## src/rtl/pip_pkg.sv

```systemverilog
// Shared constants and types for the point-in-polygon test block.
`timescale 1ns / 1ps

package pip_pkg;

  // Default table depth and coordinate width
  localparam int PIP_MAX_VERTICES = 8;
  localparam int PIP_COORD_WIDTH  = 11;

  // Fixed field widths of the item format
  localparam int PIP_IDX_FIELD_W = 3;
  localparam int PIP_CNT_FIELD_W = 4;
  localparam int PIP_OUT_DATA_W  = 8;

  // Item kinds carried on in_tuser
  localparam logic PIP_MODE_WRITE = 1'b0;
  localparam logic PIP_MODE_TEST  = 1'b1;

  // Top-level sequencer states
  typedef enum logic [2:0] {
    S_IDLE,
    S_RD_LAST,
    S_LD_LAST,
    S_EDGE,
    S_WAIT,
    S_NEXT,
    S_DONE
  } pip_state_t;

  // Intercept unit states
  typedef enum logic [1:0] {
    U_IDLE,
    U_MUL,
    U_DIV
  } pip_unit_state_t;

endpackage

```

## src/rtl/pip_icept.sv

```systemverilog
// Shared intercept unit: one multiply, then a bit-serial signed truncating divide.
`timescale 1ns / 1ps

module pip_icept
  import pip_pkg::*;
#(
  parameter int COORD_WIDTH = PIP_COORD_WIDTH
) (
  input  logic                          clk,
  input  logic                          rst_n,
  input  logic                          start,
  input  logic signed [COORD_WIDTH:0]   dx,
  input  logic signed [COORD_WIDTH:0]   dn,
  input  logic signed [COORD_WIDTH:0]   dd,
  output logic                          done,
  output logic signed [COORD_WIDTH:0]   quot
);

  localparam int NUM_W  = 2 * COORD_WIDTH;
  localparam int PROD_W = 2 * COORD_WIDTH + 2;
  localparam int BCNT_W = $clog2(NUM_W);

  pip_unit_state_t state_r, state_nxt;

  logic signed [COORD_WIDTH:0] dx_r, dx_nxt;
  logic signed [COORD_WIDTH:0] dn_r, dn_nxt;
  logic signed [COORD_WIDTH:0] dd_r, dd_nxt;
  logic [NUM_W-1:0]            num_r, num_nxt;
  logic [COORD_WIDTH-1:0]      den_r, den_nxt;
  logic [COORD_WIDTH-1:0]      rem_r, rem_nxt;
  logic                        neg_r, neg_nxt;
  logic [BCNT_W-1:0]           bcnt_r, bcnt_nxt;
  logic                        done_r, done_nxt;

  logic signed [PROD_W-1:0]    prod;
  logic [PROD_W-1:0]           prod_mag;
  logic [COORD_WIDTH:0]        dd_mag;
  logic [COORD_WIDTH:0]        shifted;
  logic [COORD_WIDTH:0]        trial;
  logic [COORD_WIDTH:0]        qmag;

  assign prod     = dx_r * dn_r;
  assign prod_mag = prod[PROD_W-1] ? PROD_W'(-prod) : PROD_W'(prod);
  assign dd_mag   = dd_r[COORD_WIDTH] ? (COORD_WIDTH+1)'(-dd_r) : (COORD_WIDTH+1)'(dd_r);
  assign shifted  = {rem_r, num_r[NUM_W-1]};
  assign trial    = shifted - {1'b0, den_r};

  // Quotient magnitude never exceeds |dx|, so the low bits hold it
  assign qmag = {1'b0, num_r[COORD_WIDTH-1:0]};
  assign quot = neg_r ? $signed(-qmag) : $signed(qmag);
  assign done = done_r;

  always_ff @(posedge clk) begin
    if (!rst_n) begin
      state_r <= U_IDLE;
      done_r  <= 1'b0;
    end else begin
      state_r <= state_nxt;
      done_r  <= done_nxt;
    end
  end

  always_ff @(posedge clk) begin
    dx_r   <= dx_nxt;
    dn_r   <= dn_nxt;
    dd_r   <= dd_nxt;
    num_r  <= num_nxt;
    den_r  <= den_nxt;
    rem_r  <= rem_nxt;
    neg_r  <= neg_nxt;
    bcnt_r <= bcnt_nxt;
  end

  always_comb begin
    state_nxt = state_r;
    dx_nxt    = dx_r;
    dn_nxt    = dn_r;
    dd_nxt    = dd_r;
    num_nxt   = num_r;
    den_nxt   = den_r;
    rem_nxt   = rem_r;
    neg_nxt   = neg_r;
    bcnt_nxt  = bcnt_r;
    done_nxt  = 1'b0;
    unique case (state_r)
      // Capture operands
      U_IDLE: begin
        if (start) begin
          dx_nxt    = dx;
          dn_nxt    = dn;
          dd_nxt    = dd;
          state_nxt = U_MUL;
        end
      end
      // Multiply and split into sign and magnitudes
      U_MUL: begin
        num_nxt   = prod_mag[NUM_W-1:0];
        den_nxt   = dd_mag[COORD_WIDTH-1:0];
        neg_nxt   = (prod != '0) && (prod[PROD_W-1] ^ dd_r[COORD_WIDTH]);
        rem_nxt   = '0;
        bcnt_nxt  = '0;
        state_nxt = U_DIV;
      end
      // One restoring divide step per cycle
      U_DIV: begin
        if (!trial[COORD_WIDTH]) begin
          rem_nxt = trial[COORD_WIDTH-1:0];
          num_nxt = {num_r[NUM_W-2:0], 1'b1};
        end else begin
          rem_nxt = shifted[COORD_WIDTH-1:0];
          num_nxt = {num_r[NUM_W-2:0], 1'b0};
        end
        bcnt_nxt = bcnt_r + 1'b1;
        if (bcnt_r == BCNT_W'(NUM_W - 1)) begin
          done_nxt  = 1'b1;
          state_nxt = U_IDLE;
        end
      end
      default: state_nxt = U_IDLE;
    endcase
  end

endmodule

```

## config.mk

```make
export PLATFORM = sky130hd
export DESIGN_NAME = pip_icept
export DESIGN_NICKNAME = d
export VERILOG_FILES = /design/src/rtl/pip_pkg.sv /design/src/rtl/pip_icept.sv
export SDC_FILE = /design/constraint.sdc
export NUM_CORES = 1
export LEC_CHECK = 0
export BUFFER_PORTS_ARGS = -buffer_cell sky130_fd_sc_hd__buf_2
export CAP_MARGIN = 10
export CELL_PAD_IN_SITES_DETAIL_PLACEMENT = 0
export CELL_PAD_IN_SITES_GLOBAL_PLACEMENT = 1
export CORE_ASPECT_RATIO = 1.4
export CORE_MARGIN = 3
export CORE_UTILIZATION = 40
export DETAILED_ROUTE_END_ITERATION = 10
export GPL_ROUTABILITY_DRIVEN = 0
export GPL_TIMING_DRIVEN = 0
export PLACE_DENSITY = 0.66
export REMOVE_ABC_BUFFERS = 1
export SLEW_MARGIN = 15
export SYNTH_ARGS = -nofsm -noshare
export SYNTH_HDL_FRONTEND = slang
export SYNTH_SLANG_ARGS = --single-unit
export TNS_END_PERCENT = 100
```

## constraint.sdc

```tcl
create_clock -name clk -period 8.1 [get_ports clk]
set_input_delay 0.405 -clock clk [delete_from_list [all_inputs] [get_ports clk]]
set_output_delay 0.405 -clock clk [all_outputs]
set_load 0.05 [all_outputs]
```

Word level (Yosys, flattened, before mapping) --
Cells that the tools add are included.
Word-level totals: input bits 39, word-level logic and storage cells 41, bits in registers 89
Cells by class: reduce and logical (&&, ||, !) cells 7, multipliers 1, add/sub/neg operators 5, eq/ne operators 5, mux-type cells 12, bitwise logic cells 1
Operator list (count):
- 22-bit case mux with 2 select lines | 1
- 12-bit by 12-bit multiplier with 24-bit output | 1
- 24-bit nonzero test | 1
- 11-bit 2-to-1 mux | 2
- 22-bit 2-to-1 mux | 1
- 22-bit negator | 1
- 11-bit case mux with 2 select lines | 1
- 12-bit 2-to-1 mux | 1
- 11-bit negator with 12-bit output | 1
- 12-bit by 11-bit subtractor with 12-bit output | 1
- 11-bit negator | 1
- 5-bit case mux with 2 select lines | 1
- 2-bit case mux with 3 select lines | 1
- 2-bit AND reduction | 3
- 5-bit by 1-bit adder with 5-bit output (second input constant) | 1
- 5-bit == test (second input constant) | 1
- 2-bit 2-to-1 mux | 2
- 2-bit inequality test (second input constant) | 2
- 2-bit by 1-bit == test with 1-bit output (second input constant) | 1
- 2-bit == test (second input constant) | 1
- 2-bit zero test | 1
- 1-bit 2-to-1 mux | 2
- 2-bit nonzero test | 1
- 1-bit logical AND | 1
- 1-bit XOR | 1

Depth between registers and ports, before layout --
word-level depth 4, mapped depth 24, mapped depth without buffers 21

Worst setup path after synthesis --
Ideal clock, no wire load.
kind reg-to-reg, start point register dn_r[2], end point register num_r[10], data pin, buffers on the path 4, stages on the path, launching flop included 25, arrival time 5794 ps, path slack 2043 ps, period minus slack after synthesis 6057 ps, data required time 7837 ps, cells stage by stage edfxtp_1 clkbuf_1 nand2_1 fa_1 inv_1 ha_1 inv_1 fa_1 inv_1 fa_1 inv_1 fa_1 inv_1 ha_1 buf_6 a21oi_1 o21ai_0 nand2_1 a211oi_2 or4_4 a22o_1 buf_2 buf_2 o211ai_1 nand3_1
On the way: longest elaborated chain between the ends 4
Ends and longest elaborated chain:
- start, declared | RTL line pip_icept.sv:26 | logic signed [COORD_WIDTH:0] dn_r, dn_nxt;
- start signal, assigned | RTL line pip_icept.sv:65 | dn_r <= dn_nxt;
- 12-bit by 12-bit multiplier with 24-bit output * | RTL line pip_icept.sv:42 | assign prod = dx_r * dn_r;
- 22-bit negator | RTL line pip_icept.sv:43 | assign prod_mag = prod[PROD_W-1] ? PROD_W'(-prod) : PROD_W'(prod);
- 22-bit 2-to-1 mux * | RTL line pip_icept.sv:43
- 22-bit case mux with 2 select lines * | RTL line pip_icept.sv:85 | unique case (state_r)
- named net num_nxt[10] | RTL line pip_icept.sv:28 | logic [NUM_W-1:0] num_r, num_nxt;
- end signal, assigned | RTL line pip_icept.sv:67 | num_r <= num_nxt;
- end, declared | RTL line pip_icept.sv:28
Mark *: on every way through the listed nets, which the timed path passes. The rest lies on a longest branch. A chain may end at the register's enable or synchronous reset.

Worst setup path after layout --
start point register dn_r[11], end point register num_r[7], data pin
On the way: longest elaborated chain between the ends 3
Ends and longest elaborated chain (RTL line):
- 12-bit by 12-bit multiplier with 24-bit output | pip_icept.sv:42
- 22-bit 2-to-1 mux | pip_icept.sv:43
- 22-bit case mux with 2 select lines | pip_icept.sv:85
- named net num_nxt[7] | pip_icept.sv:28
The timed path passes the listed nets, and every way through them passes these cells.

==> results.md <==
Yosys:
- The compound-cell area share of the yosys netlist is 9.345%.
- For this run, the leading register cell type out of synthesis is sky130_fd_sc_hd__edfxtp_1.
- Of the total synthesized cell area, the portion taken by AND, OR, NAND and NOR gates is roughly 17%.
- The unique cell type count in the Yosys netlist is 78.
- The fraction of synthesized cell area taken by the top area cell type is 26.11%.
- After synthesis, flip-flops and latches occupy 24.79% of the total area.
- The top cell type by total area after synthesis is sky130_fd_sc_hd__fa_1.
- The synthesized area per cell is 9.558 um^2.
- Sorting the synthesized cells by area gives the leading types as sky130_fd_sc_hd__fa_1, sky130_fd_sc_hd__edfxtp_1, sky130_fd_sc_hd__ha_1, sky130_fd_sc_hd__inv_1, sky130_fd_sc_hd__nand2_1.
- The synthesized netlist devotes 34.56% of its cell area to adder and majority cells.
- The area share of xor/xnor cells in the synthesized design is 4.179%.
- In the synthesized netlist, mux cells make up 0.3874% of the area.
- The largest family of logic cells by synthesized area is adder cells.
- The area of the mapped netlist is 10660 um^2.
- The number of synthesized register bits is 89.
- In the synthesized netlist the async set-or-reset flop fraction comes to 0%.
- The number of warnings printed during yosys synthesis is 0.
- The number of synthesized flops with an enable pin is 86.
- Synthesis produced a netlist whose cell count is 1115.

Placed design:
- The number of buffers inserted by port buffering is between 50 and 60.
- After detailed placement, the total cell area comes to 11180 um^2.
- The HPWL after detailed placement is 18.43 mm.

Global routing:
- The number of global-route vias before repair is 7815.
- The global-route wire length before repair is 38.22 mm.
- The initial antenna violation count is 0.
- Global routing consumed, over all layers together, 16.64% of the routing resources.
- For this run the aggregate overflow at the end of global routing stands at 0.
- The largest net degree at the start of global routing is 45.

Clocking:
- The total clock buffers created by CTS is 9.
- The longest clock path from root to sink contains 2 buffers.
- The number of setup buffers added after CTS is 0.
- The hold buffer count at cts is 0.
- After clock tree synthesis, the clock-pin slew on the worst setup and hold paths is 0.08 ns.
- TritonCTS built the clock tree.
- The cell at the root of the clock tree is sky130_fd_sc_hd__clkbuf_16.
- The latest clock arrival within the worst-skew pair is 0.37 ns.
- The number of gates given a new drive strength after cts is 0.
- The number of levels the H-tree was split into is 3.
- Counting every sink on the clock net gives 89.

Worst setup path:
- The element type at the critical path end is a flip-flop.
- The required time of the critical path is 8.21 ns.
- The class of the most critical setup path is reg2reg.
- Data on the critical path arrives at its endpoint at a little over 7 ns.
- The category of the worst setup path launch point is a flip-flop.
- The highest fanout seen on the critical path is 33.

Timing:
- The total negative slack for setup checks is 0 ns.
- The max-slew violation count is 0.
- The worst path uses 87.54% of the clock period.
- Setup repair after global routing left no endpoint under its margin.
- The minimum clock period after layout is slightly above 7 ns.
- The worst-case clock skew is roughly 0.015 ns.
- The hold violation count in the final report came to 0.
- The achievable frequency is ~140 MHz.
- Setup violations remaining at the end of the flow were counted as 0.
- Measured against its own limit, the worst slew margin works out to 31.75%.
- For the pin with the worst max-slew slack, the measured transition is 1.024 ns.

Floorplanning:
- The initial cell density of the core is 40.70%.
- The number of placed I/O pins is between 50 and 60.
- In this run the core area contains 70 standard-cell rows.
- In this run the standard cell core region covers 26190 um^2.
- From left edge to right edge, the die measures about 140 um.
- The die covers 28670 um^2.
- The y dimension of the die is 199.1 um.

Final layout:
- The final antenna diode count is 0.
- Of the cells placed in the final design, the portion with a size suffix greater than 1 is 8.684%.
- After routing the design area is 11470 um^2.
- Measured on the finished design, the core utilization comes to 43.80%.
- The final layout contains 1385 nets.
- From synthesis to final layout, the design area changed by 7.631%.

Job:
- The number of violations of the max-capacitance limit is 0.

Status:
- The flow ran to the end, and the final reports show no timing, DRC or antenna violations.

Min path:
- The type of the tightest min-delay check is in2reg.

Drt:
- The aggregate routed wire length is 22.36 mm.
- Dividing the detail-routed wire length by the instance count gives 15.27 um.
- After the first detailed-routing iteration, the DRC count stood at 274.
- The number of remaining DRC errors is 0.
- The remaining antenna violation count after routing is 0.
- The detailed-route via count is 7380.
- The number of detailed-routing iterations run before antenna repair is 5.
- The detailed-route vias per instance is 5.041.
-- path summary, 6_finish.rpt --
| check | start | to | slack [ns] | cells past startpoint |
|---|---|---|---|---|
| worst min register to register | dd_r[0]$_DFFE_PP_ | den_r[0]$_DFFE_PN_ | 0.50 | 0 |
| worst min-delay path | dn[5] | dn_r[5]$_DFFE_PP_ | 0.21 | 1 |
| worst max-delay path | dn_r[11]$_DFFE_PP_ | num_r[7]$_DFFE_PP_ | 1.01 | 18 |
| worst max register to register | dn_r[11]$_DFFE_PP_ | num_r[7]$_DFFE_PP_ | 1.01 | 18 |
-- synth_stat cells (4+ instances only) --
| cell | instances |
|---|---|
| sky130_fd_sc_hd__or4_1 | 18 |
| sky130_fd_sc_hd__or3_1 | 11 |
| sky130_fd_sc_hd__fa_1 | 139 |
| sky130_fd_sc_hd__ha_1 | 72 |
| sky130_fd_sc_hd__o211ai_1 | 12 |
| sky130_fd_sc_hd__nor4_1 | 4 |
| sky130_fd_sc_hd__o31ai_1 | 8 |
| sky130_fd_sc_hd__inv_1 | 209 |
| sky130_fd_sc_hd__and2_1 | 55 |
| sky130_fd_sc_hd__or2_2 | 4 |
| sky130_fd_sc_hd__buf_2 | 5 |
| sky130_fd_sc_hd__clkbuf_1 | 33 |
| sky130_fd_sc_hd__nor3b_1 | 4 |
| sky130_fd_sc_hd__xor2_1 | 10 |
| sky130_fd_sc_hd__o21ai_0 | 33 |
| sky130_fd_sc_hd__a211oi_1 | 4 |
| sky130_fd_sc_hd__xnor2_1 | 39 |
| sky130_fd_sc_hd__nand2b_1 | 10 |
| sky130_fd_sc_hd__nand2_1 | 130 |
| sky130_fd_sc_hd__nand3_1 | 37 |
| sky130_fd_sc_hd__edfxtp_1 | 86 |
| sky130_fd_sc_hd__a21oi_1 | 32 |
| sky130_fd_sc_hd__a21o_1 | 7 |
| sky130_fd_sc_hd__nor2b_1 | 9 |
| sky130_fd_sc_hd__nand4_1 | 4 |
| sky130_fd_sc_hd__nor3_1 | 10 |
| sky130_fd_sc_hd__nor2_1 | 47 |
| sky130_fd_sc_hd__and3_1 | 6 |
| sky130_fd_sc_hd__a31oi_1 | 5 |
-- layer usage --
metal  up-vias  track usage (%)  routed length (um)
met5         -                0                   0
met4         0            3.943                 259
met3        16            2.490                 579
met2        82            31.38               11980
met1      3607            19.65                9533
li1       3675                -                   -
-- final cells by class --
type / instances / area (um^2)
timing repair buffer: 53 / 302.8
fill: 2550 / 14720
clock buffer: 9 / 225.2
multi-input combinational: 771 / 7039
inverter: 211 / 792.0
tap: 324 / 405.4
clock inverter: 7 / 63.81
sequential: 89 / 2643
-- metrics by stage --
| stage | hold WS, ns | instances | setup slack [ns] |
|---|---|---|---|
| 4_1_cts | 0.1900 | 1464 | 0.9584 |
| 6_report | 0.2079 | 1464 | 1.009 |
| 3_3_place_gp | 0.4914 | 1446 | 0.9766 |
| 5_1_grt | 0.1921 | 1464 | 0.4519 |
| 2_1_floorplan | 0.4500 | 1071 | 1.824 |
| 3_5_place_dp | 0.4806 | 1448 | 0.9962 |
-- worst max-delay path, stage by stage (launching register included) --
cell	delay [ns]
sky130_fd_sc_hd__edfxtp_1	0.51
sky130_fd_sc_hd__clkinv_1	0.44
sky130_fd_sc_hd__nor2_1	0.28
sky130_fd_sc_hd__fa_1	0.45
sky130_fd_sc_hd__fa_1	0.52
sky130_fd_sc_hd__fa_1	0.53
sky130_fd_sc_hd__fa_1	0.54
sky130_fd_sc_hd__inv_1	0.06
sky130_fd_sc_hd__fa_1	0.53
sky130_fd_sc_hd__inv_1	0.04
sky130_fd_sc_hd__ha_1	0.43
sky130_fd_sc_hd__nand2_1	0.08
sky130_fd_sc_hd__o21ai_0	0.36
sky130_fd_sc_hd__nand2_1	0.26
sky130_fd_sc_hd__a211oi_2	0.32
sky130_fd_sc_hd__or4_4	0.19
sky130_fd_sc_hd__a22o_1	0.81
sky130_fd_sc_hd__o21ai_0	0.22
sky130_fd_sc_hd__a31o_1	0.24
-- flip-flops by register name, indices dropped and copies added (netlist names) --
| signal | cells |
|---|---|
| done | 1 |
| neg_r | 1 |
| state_r | 2 |
| bcnt_r | 5 |
| rem_r | 11 |
| num_r | 22 |
| dd_r | 12 |
| dx_r | 12 |
| den_r | 11 |
| dn_r | 12 |
-- placed cells by master (no fill, tap or decap), drive strengths merged, types with 6 or more instances in the layout --
cell type	count
xnor2	40
a211oi	6
edfxtp	86
a21oi	34
clkbuf	9
nor2	47
or3	11
or4	19
xor2	10
fa	139
a31oi	6
and3	7
ha	72
a21o	7
o21ai	35
buf	53
nand3	37
nor2b	9
o31ai	8
nand2	130
and2	55
nor3	11
inv	212
o211ai	12
nand2b	10
-- kinds of logic after synthesis --
group,after synthesis
and+or+nand+nor,364
AOI/OAI and AO/OA,142
buffers and inverters,255
muxes,4
xor gates and xnor gates,50
adders and majority gates,211
DFF,89
Power is not shown: default switching activity piles up to over one toggle a cycle in this logic, so the estimate is an artifact.
